`config.mk`:
```
export PLATFORM = sky130hd
export DESIGN_NAME = qte_unit
export DESIGN_NICKNAME = d
export VERILOG_FILES = /design/src/rtl/qte_pkg.sv /design/src/rtl/qte_unit.sv
export SDC_FILE = /design/constraint.sdc
export NUM_CORES = 2
export LEC_CHECK = 0
export BUFFER_PORTS_ARGS = -buffer_cell sky130_fd_sc_hd__buf_2
export CAP_MARGIN = 10
export CORE_MARGIN = 2
export CORE_UTILIZATION = 40
export CTS_CLUSTER_SIZE = 40
export DETAILED_ROUTE_END_ITERATION = 10
export HOLD_SLACK_MARGIN = 0.12
export PLACE_DENSITY = 0.55
export SYNTH_ARGS = -nofsm -noshare
export SYNTH_HDL_FRONTEND = slang
export SYNTH_SLANG_ARGS = --single-unit
```
`constraint.sdc`:
```
create_clock -name clock -period 9.1 [get_ports clock]
set_input_delay 1.82 -clock clock [delete_from_list [all_inputs] [get_ports clock]]
set_output_delay 1.82 -clock clock [all_outputs]
set_load 0.02 [all_outputs]
```
`src/rtl/qte_pkg.sv`:
```
// Shared types, widths and constants of the quaternion to Euler angle pipeline.
// Depends on nothing; every other file refers to it by scoped names.
`default_nettype none

package qte_pkg;

   localparam int CORDIC_STAGES = 16;
   localparam int ATAN_LEN      = 24;
   localparam int NSTG          = (CORDIC_STAGES < ATAN_LEN) ? CORDIC_STAGES : ATAN_LEN;

   localparam int QW        = 16;  // quaternion component, Q1.14
   localparam int MW        = 32;  // component product, Q.28
   localparam int PW        = 34;  // atan2 operands
   localparam int TW        = 33;  // wx - yz
   localparam int CW        = 36;  // CORDIC x/y datapath
   localparam int ZW        = 34;  // angle accumulator, Q.30 radians
   localparam int SW        = 29;  // sine term 2t
   localparam int AW        = 28;  // magnitude of 2t
   localparam int NW        = 57;  // radicand 2^56 - s^2
   localparam int RW        = 29;  // square root
   localparam int SQ_STAGES = 29;  // one result bit per stage
   localparam int OW        = 16;  // output angle
   localparam int KW        = 31;  // degree scale
   localparam int NLANE     = 3;

   localparam int LANE_X = 0;
   localparam int LANE_Y = 1;
   localparam int LANE_Z = 2;

   localparam logic signed [PW-1:0] ONE_Q28     = 34'sd268435456;
   localparam logic signed [TW-1:0] CLAMP_LIMIT = 33'sd134217593;
   localparam logic signed [ZW-1:0] PI_Q30      = 34'sd3373259426;
   localparam logic signed [ZW-1:0] HALF_PI_Q30 = 34'sd1686629713;
   localparam logic signed [KW-1:0] DEG_SCALE   = 31'sd961263669;
   localparam logic [NW-1:0]        ONE_Q56     = {1'b1, 56'd0};

   typedef logic signed [PW-1:0] oper_type;
   typedef logic signed [ZW-1:0] angle_type;
   typedef logic signed [OW-1:0] out_type;

   typedef struct packed {
      logic clamp_pos;
      logic clamp_neg;
   } flag_type;

   typedef struct packed {
      oper_type               num_y;
      oper_type               den_y;
      oper_type               num_z;
      oper_type               den_z;
      logic signed [SW-1:0]   s;
      flag_type               flags;
   } side_type;

   function automatic angle_type atan_q30(input int idx);
      angle_type r;
      case (idx)
         0:  r = 34'sd843314857;
         1:  r = 34'sd497837829;
         2:  r = 34'sd263043837;
         3:  r = 34'sd133525159;
         4:  r = 34'sd67021687;
         5:  r = 34'sd33543516;
         6:  r = 34'sd16775851;
         7:  r = 34'sd8388437;
         8:  r = 34'sd4194283;
         9:  r = 34'sd2097149;
         10: r = 34'sd1048576;
         11: r = 34'sd524288;
         12: r = 34'sd262144;
         13: r = 34'sd131072;
         14: r = 34'sd65536;
         15: r = 34'sd32768;
         16: r = 34'sd16384;
         17: r = 34'sd8192;
         18: r = 34'sd4096;
         19: r = 34'sd2048;
         20: r = 34'sd1024;
         21: r = 34'sd512;
         22: r = 34'sd256;
         23: r = 34'sd128;
         default: r = '0;
      endcase
      return r;
   endfunction

endpackage

`default_nettype wire

```
`src/rtl/qte_unit.sv`:
```
// Output scaling: clamp override, then radians Q3.12 or degrees Q9.6.
// Depends on qte_pkg.
`default_nettype none

module qte_unit (
   input  wire logic                  clock,
   input  wire logic                  reset,
   input  wire logic                  en,
   input  wire logic                  in_valid,
   input  qte_pkg::angle_type         angle [qte_pkg::NLANE],
   input  qte_pkg::flag_type          flags,
   input  wire logic                  unit_deg,
   output logic                       out_valid,
   output qte_pkg::out_type           result [qte_pkg::NLANE],
   output logic                       clamped
);

   localparam int HW = qte_pkg::ZW - 16;

   qte_pkg::angle_type          a_sel [qte_pkg::NLANE];
   qte_pkg::out_type            rad_ff [qte_pkg::NLANE];
   logic signed [HW+qte_pkg::KW-1:0] ph_ff [qte_pkg::NLANE];
   logic signed [16+qte_pkg::KW:0]   pl_ff [qte_pkg::NLANE];
   qte_pkg::out_type            res_ff [qte_pkg::NLANE];
   logic                        v1_ff, v2_ff, c1_ff, c2_ff;

   always_comb begin
      for (int l = 0; l < qte_pkg::NLANE; l++) begin
         a_sel[l] = angle[l];
      end
      if (flags.clamp_pos) begin
         a_sel[qte_pkg::LANE_X] = qte_pkg::HALF_PI_Q30;
      end else if (flags.clamp_neg) begin
         a_sel[qte_pkg::LANE_X] = -qte_pkg::HALF_PI_Q30;
      end
   end

   always_ff @(posedge clock) begin
      if (reset) begin
         v1_ff <= 1'b0;
         v2_ff <= 1'b0;
      end else if (en) begin
         v1_ff <= in_valid;
         v2_ff <= v1_ff;
      end
      if (en) begin
         c1_ff <= flags.clamp_pos | flags.clamp_neg;
         c2_ff <= c1_ff;
         for (int l = 0; l < qte_pkg::NLANE; l++) begin
            rad_ff[l] <= qte_pkg::OW'((a_sel[l] + (qte_pkg::ZW'(1) <<< 17)) >>> 18);
            ph_ff[l]  <= $signed(a_sel[l][qte_pkg::ZW-1:16]) * qte_pkg::DEG_SCALE;
            pl_ff[l]  <= $signed({1'b0, a_sel[l][15:0]}) * qte_pkg::DEG_SCALE;
            res_ff[l] <= unit_deg
               ? qte_pkg::OW'(((66'(ph_ff[l]) <<< 16) + 66'(pl_ff[l])
                               + (66'sd1 <<< 47)) >>> 48)
               : rad_ff[l];
         end
      end
   end

   assign out_valid = v2_ff;
   assign clamped   = c2_ff;
   for (genvar l = 0; l < qte_pkg::NLANE; l++) begin : g_out
      assign result[l] = res_ff[l];
   end

endmodule

`default_nettype wire

```
==> impl_metrics.sql <==
INSERT INTO impl_metrics (metric_group, metric, value, unit) VALUES
('run_status', 'run_status', 'complete, no violations', ''),
('global_route', 'antenna_found_initial', '13', ''),
('clocking', 'clock_tree.root_cell', 'sky130_fd_sc_hd__clkbuf_16', ''),
('die', 'die_w', '404', 'um'),
('clocking', 'cts_max_path_buffers', '3', ''),
('worst_hold_path', 'kind_of_path_behind_the_tightest_hold_check', 'flip-flop to flip-flop', ''),
('placed_design', 'port-buffer-count', '158', ''),
('synth', 'synth-xor-area-share', '4.11', '%'),
('synth', 'syn-cell-area', '64100', 'um^2'),
('timing', 'final-hold-violation-count', '0', ''),
('placed_design', 'gp_congestion', '0.979', ''),
('synth', 'adder_cell_area_share_of_the_yosys_netlist', '56.9', '%'),
('synth', 'area_contributors_post_synth', 'sky130_fd_sc_hd__fa_1 (32%), sky130_fd_sc_hd__ha_1 (25%), sky130_fd_sc_hd__edfxtp_1 (16%), sky130_fd_sc_hd__inv_1 (10%), sky130_fd_sc_hd__xnor2_1 (2.6%)', ''),
('synth', 'post_synthesis_simple_gate_area_fraction', '5.27', '%'),
('synth', 'synth_largest_type_area_fraction', '32.1', '%'),
('placed_design', 'detailed_place.area', '68100', 'um^2'),
('synth', 'ys_warn_count', '0', ''),
('finish', 'fill_cells', '15300', ''),
('clocking', 'insertion_delay', '0.59', 'ns'),
('die', 'floorplan.initialDensity', '40.4', '%'),
('worst_setup_path', 'endpoint', 'ph_ff[0][47]$_DFFE_PP_', ''),
('routing', 'detail_route.first_pass.iterations', '5', ''),
('routing', 'detailed_route_iter0_violations', '2076', ''),
('worst_setup_path', 'reg2reg_depth', '13', ''),
('timing', 'finalSetupTns', '0', 'ns'),
('clocking', 'cts_tree', 'done', ''),
('routing', 'avgRoutedWirePerCell', '20.2', 'um'),
('die', 'std_cell_rows', '146', ''),
('placed_design', 'dp.final_hpwl', '153', 'mm'),
('synth', 'synth.ff_latch_count', '334', ''),
('timing', 'final_period_minus_worst_setup_slack', '8.51', 'ns'),
('finish', 'finish.instance_area', '69600', 'um^2'),
('global_route', 'vias_in_the_first_global_route', '45500', ''),
('synth', 'post_synth_mux_area_share', '0.119', '%'),
('routing', 'route.final.wire_length', '172', 'mm'),
('synth', 'synthCells', '6174', ''),
('die', 'ios', '159', ''),
('synth', 'avgSynthCellArea', '10.4', 'um^2'),
('die', 'die_height', '404', 'um'),
('timing', 'max-slew-margin-rel', '18.0', '%'),
('synth', 'post-synth-top-area-cell', 'sky130_fd_sc_hd__fa_1', ''),
('timing', 'worst-slew-pin-transition', '1.22', 'ns'),
('clocking', 'clkSlewWorstSetupHoldPaths', '0.06', 'ns'),
('clocking', 'cts_resized', '0', ''),
('timing', 'rsz0062_at_grt', 'false', ''),
('worst_setup_path', 'r2r_slack', '5.38', 'ns'),
('worst_setup_path', 'worst_ep_required_time', '9.42', 'ns'),
('worst_setup_path', 'timing.rr.start', 'ph_ff[0][1]$_DFFE_PP_', ''),
('routing', 'drcViolationCount', '0', ''),
('clocking', 'clock-sinks', '334', ''),
('global_route', 'grt_start_max_net_pins', '123', ''),
('synth', 'yosys.cell_types.count', '75', ''),
('die', 'die-area', '164000', 'um^2'),
('synth', 'yosys.cell_count.top_type', 'sky130_fd_sc_hd__inv_1', ''),
('die', 'core_area', '159000', 'um^2'),
('worst_setup_path', 'critPathArrivalTime', '8.83', 'ns'),
('timing', 'achievable-frequency', '117', 'MHz'),
('timing', 'slew_viol_final', '0', ''),
('timing', 'final_setup_violation_count', '0', ''),
('global_route', 'grt-ovfl-total', '0', ''),
('worst_setup_path', 'start_kind', 'primary input', ''),
('clocking', 'cts_htree_levels', '2', ''),
('synth', 'synth-edff-count', '332', ''),
('clocking', 'ctsHoldBuffers', '0', ''),
('global_route', 'grt.total_usage', '21.6', '%'),
('timing', 'worst_clock_skew', '0.0227', 'ns'),
('worst_setup_path', 'end_kind', 'flip-flop', ''),
('worst_setup_path', 'endpoint_of_the_lowest_slack_register_to_register_path', 'res_ff[0][15]$_DFFE_PP_', ''),
('finish', 'post_route_cells_drive_above_1_share', '5.71', '%'),
('finish', 'fin_nets', '8840', ''),
('timing', 'fin_crit_sh', '93.5', '%');
## sequential cells by signal, summed over array words and instances (netlist names)
signal	flops
rad_ff	48
clamped	1
pl_ff	90
res_ff	48
out_valid	1
c1_ff	1
ph_ff	144
v1_ff	1
## cell type report
type / count / area, um^2 / share of cell area [%]
clock inverter: 27 / 367 / 0.527
clock buffer: 49 / 1080 / 1.55
inverter: 1753 / 6580 / 9.45
antenna: 3 / 7.51 / 0.0108
multi-input combinational: 4042 / 47400 / 68.1
tap: 2072 / 2590 / 3.73
sequential: 334 / 10000 / 14.4
timing repair buffer: 260 / 1580 / 2.27
## cells in the final DEF (no fill, tap or decap), drive strengths merged, types with 20 or more instances in the layout
cell type,Yosys,routed
a211oi,21,21
a21o,162,162
a21oi,255,255
a31oi,23,23
and3,27,27
buf,3,260
clkbuf,42,49
edfxtp,332,332
fa,1029,1029
ha,1270,1270
inv,1753,1761
nand2,139,139
nand2b,26,26
nand3,65,65
nand4,53,53
nor2,215,215
nor2b,34,34
nor3,36,36
o21a,20,20
o21ai,119,119
o21bai,32,32
xnor2,189,189
xor2,112,112
## metrics by stage
stage	util [%]	hold WS, ns	setup WS, ns
after detailed placement	42.9	0.491	0.00739
after global routing	43.8	0.562	0.196
after CTS	43.8	0.504	0.634
after global placement	42.9	0.469	0.126
final	43.8	0.494	0.589
after floorplan	-	0.400	0.184
## worst min-delay path by stage
stage | startpoint | to | slack [ns] | cells past startpoint
3_5_place_dp | out_valid$_SDFFE_PP0P_ | out_valid$_SDFFE_PP0P_ | 0.49 | 2
5_1_grt | out_valid$_SDFFE_PP0P_ | out_valid$_SDFFE_PP0P_ | 0.56 | 2
2_1_floorplan | c1_ff$_DFFE_PP_ | clamped$_DFFE_PP_ | 0.40 | 0
3_3_place_gp | out_valid$_SDFFE_PP0P_ | out_valid$_SDFFE_PP0P_ | 0.47 | 2
6_report | out_valid$_SDFFE_PP0P_ | out_valid$_SDFFE_PP0P_ | 0.49 | 2
4_1_cts | out_valid$_SDFFE_PP0P_ | out_valid$_SDFFE_PP0P_ | 0.50 | 2
## kinds of logic (layout without fill, tap and decap cells)
kind of cell / count (synthesis) / after routing
AOI/OAI and AO/OA: 748 / 748
xor gates and xnor gates: 301 / 301
adders and majority gates: 2299 / 2299
buffers and inverters: 1798 / 2089
DFF: 334 / 334
muxes: 7 / 7
other: 0 / 3
and+or+nand+nor: 687 / 687
## critical path: stages
cell	delay, ns
sky130_fd_sc_hd__buf_2	0.16
sky130_fd_sc_hd__buf_4	0.21
sky130_fd_sc_hd__nor2_1	0.06
sky130_fd_sc_hd__or2_2	0.31
sky130_fd_sc_hd__inv_1	0.21
sky130_fd_sc_hd__ha_1	0.23
sky130_fd_sc_hd__xor2_1	0.22
sky130_fd_sc_hd__ha_1	0.18
sky130_fd_sc_hd__a21oi_1	0.06
sky130_fd_sc_hd__fa_1	0.57
sky130_fd_sc_hd__inv_1	0.07
sky130_fd_sc_hd__fa_1	0.50
sky130_fd_sc_hd__inv_1	0.05
sky130_fd_sc_hd__fa_1	0.47
sky130_fd_sc_hd__fa_1	0.56
sky130_fd_sc_hd__inv_1	0.07
sky130_fd_sc_hd__ha_1	0.21
sky130_fd_sc_hd__or2_2	0.30
sky130_fd_sc_hd__a221oi_1	0.33
sky130_fd_sc_hd__a31oi_1	0.23
sky130_fd_sc_hd__a32o_1	0.31
sky130_fd_sc_hd__nor2_1	0.15
sky130_fd_sc_hd__o221ai_1	0.27
sky130_fd_sc_hd__a31oi_1	0.39
sky130_fd_sc_hd__o21ai_0	0.21
sky130_fd_sc_hd__a31oi_1	0.36
sky130_fd_sc_hd__o21ai_0	0.17
sky130_fd_sc_hd__xnor2_1	0.14
## layer usage
| metal | track usage, % | share of wire [%] | vias to the layer above | routed length (um) |
|---|---|---|---|---|
| met4 | 2.99 | 1.3 | 18 | 2300 |
| met2 | 34.5 | 45 | 700 | 77500 |
| li1 | - | - | 20300 | - |
| met3 | 2.02 | 3.7 | 130 | 6330 |
| met1 | 32.4 | 50 | 21200 | 85900 |
| met5 | 0 | 0.059 | - | 102 |
Power is left out: the tool's default activity adds up to more than one toggle a clock period on the data nets, which glitch-free logic cannot reach.
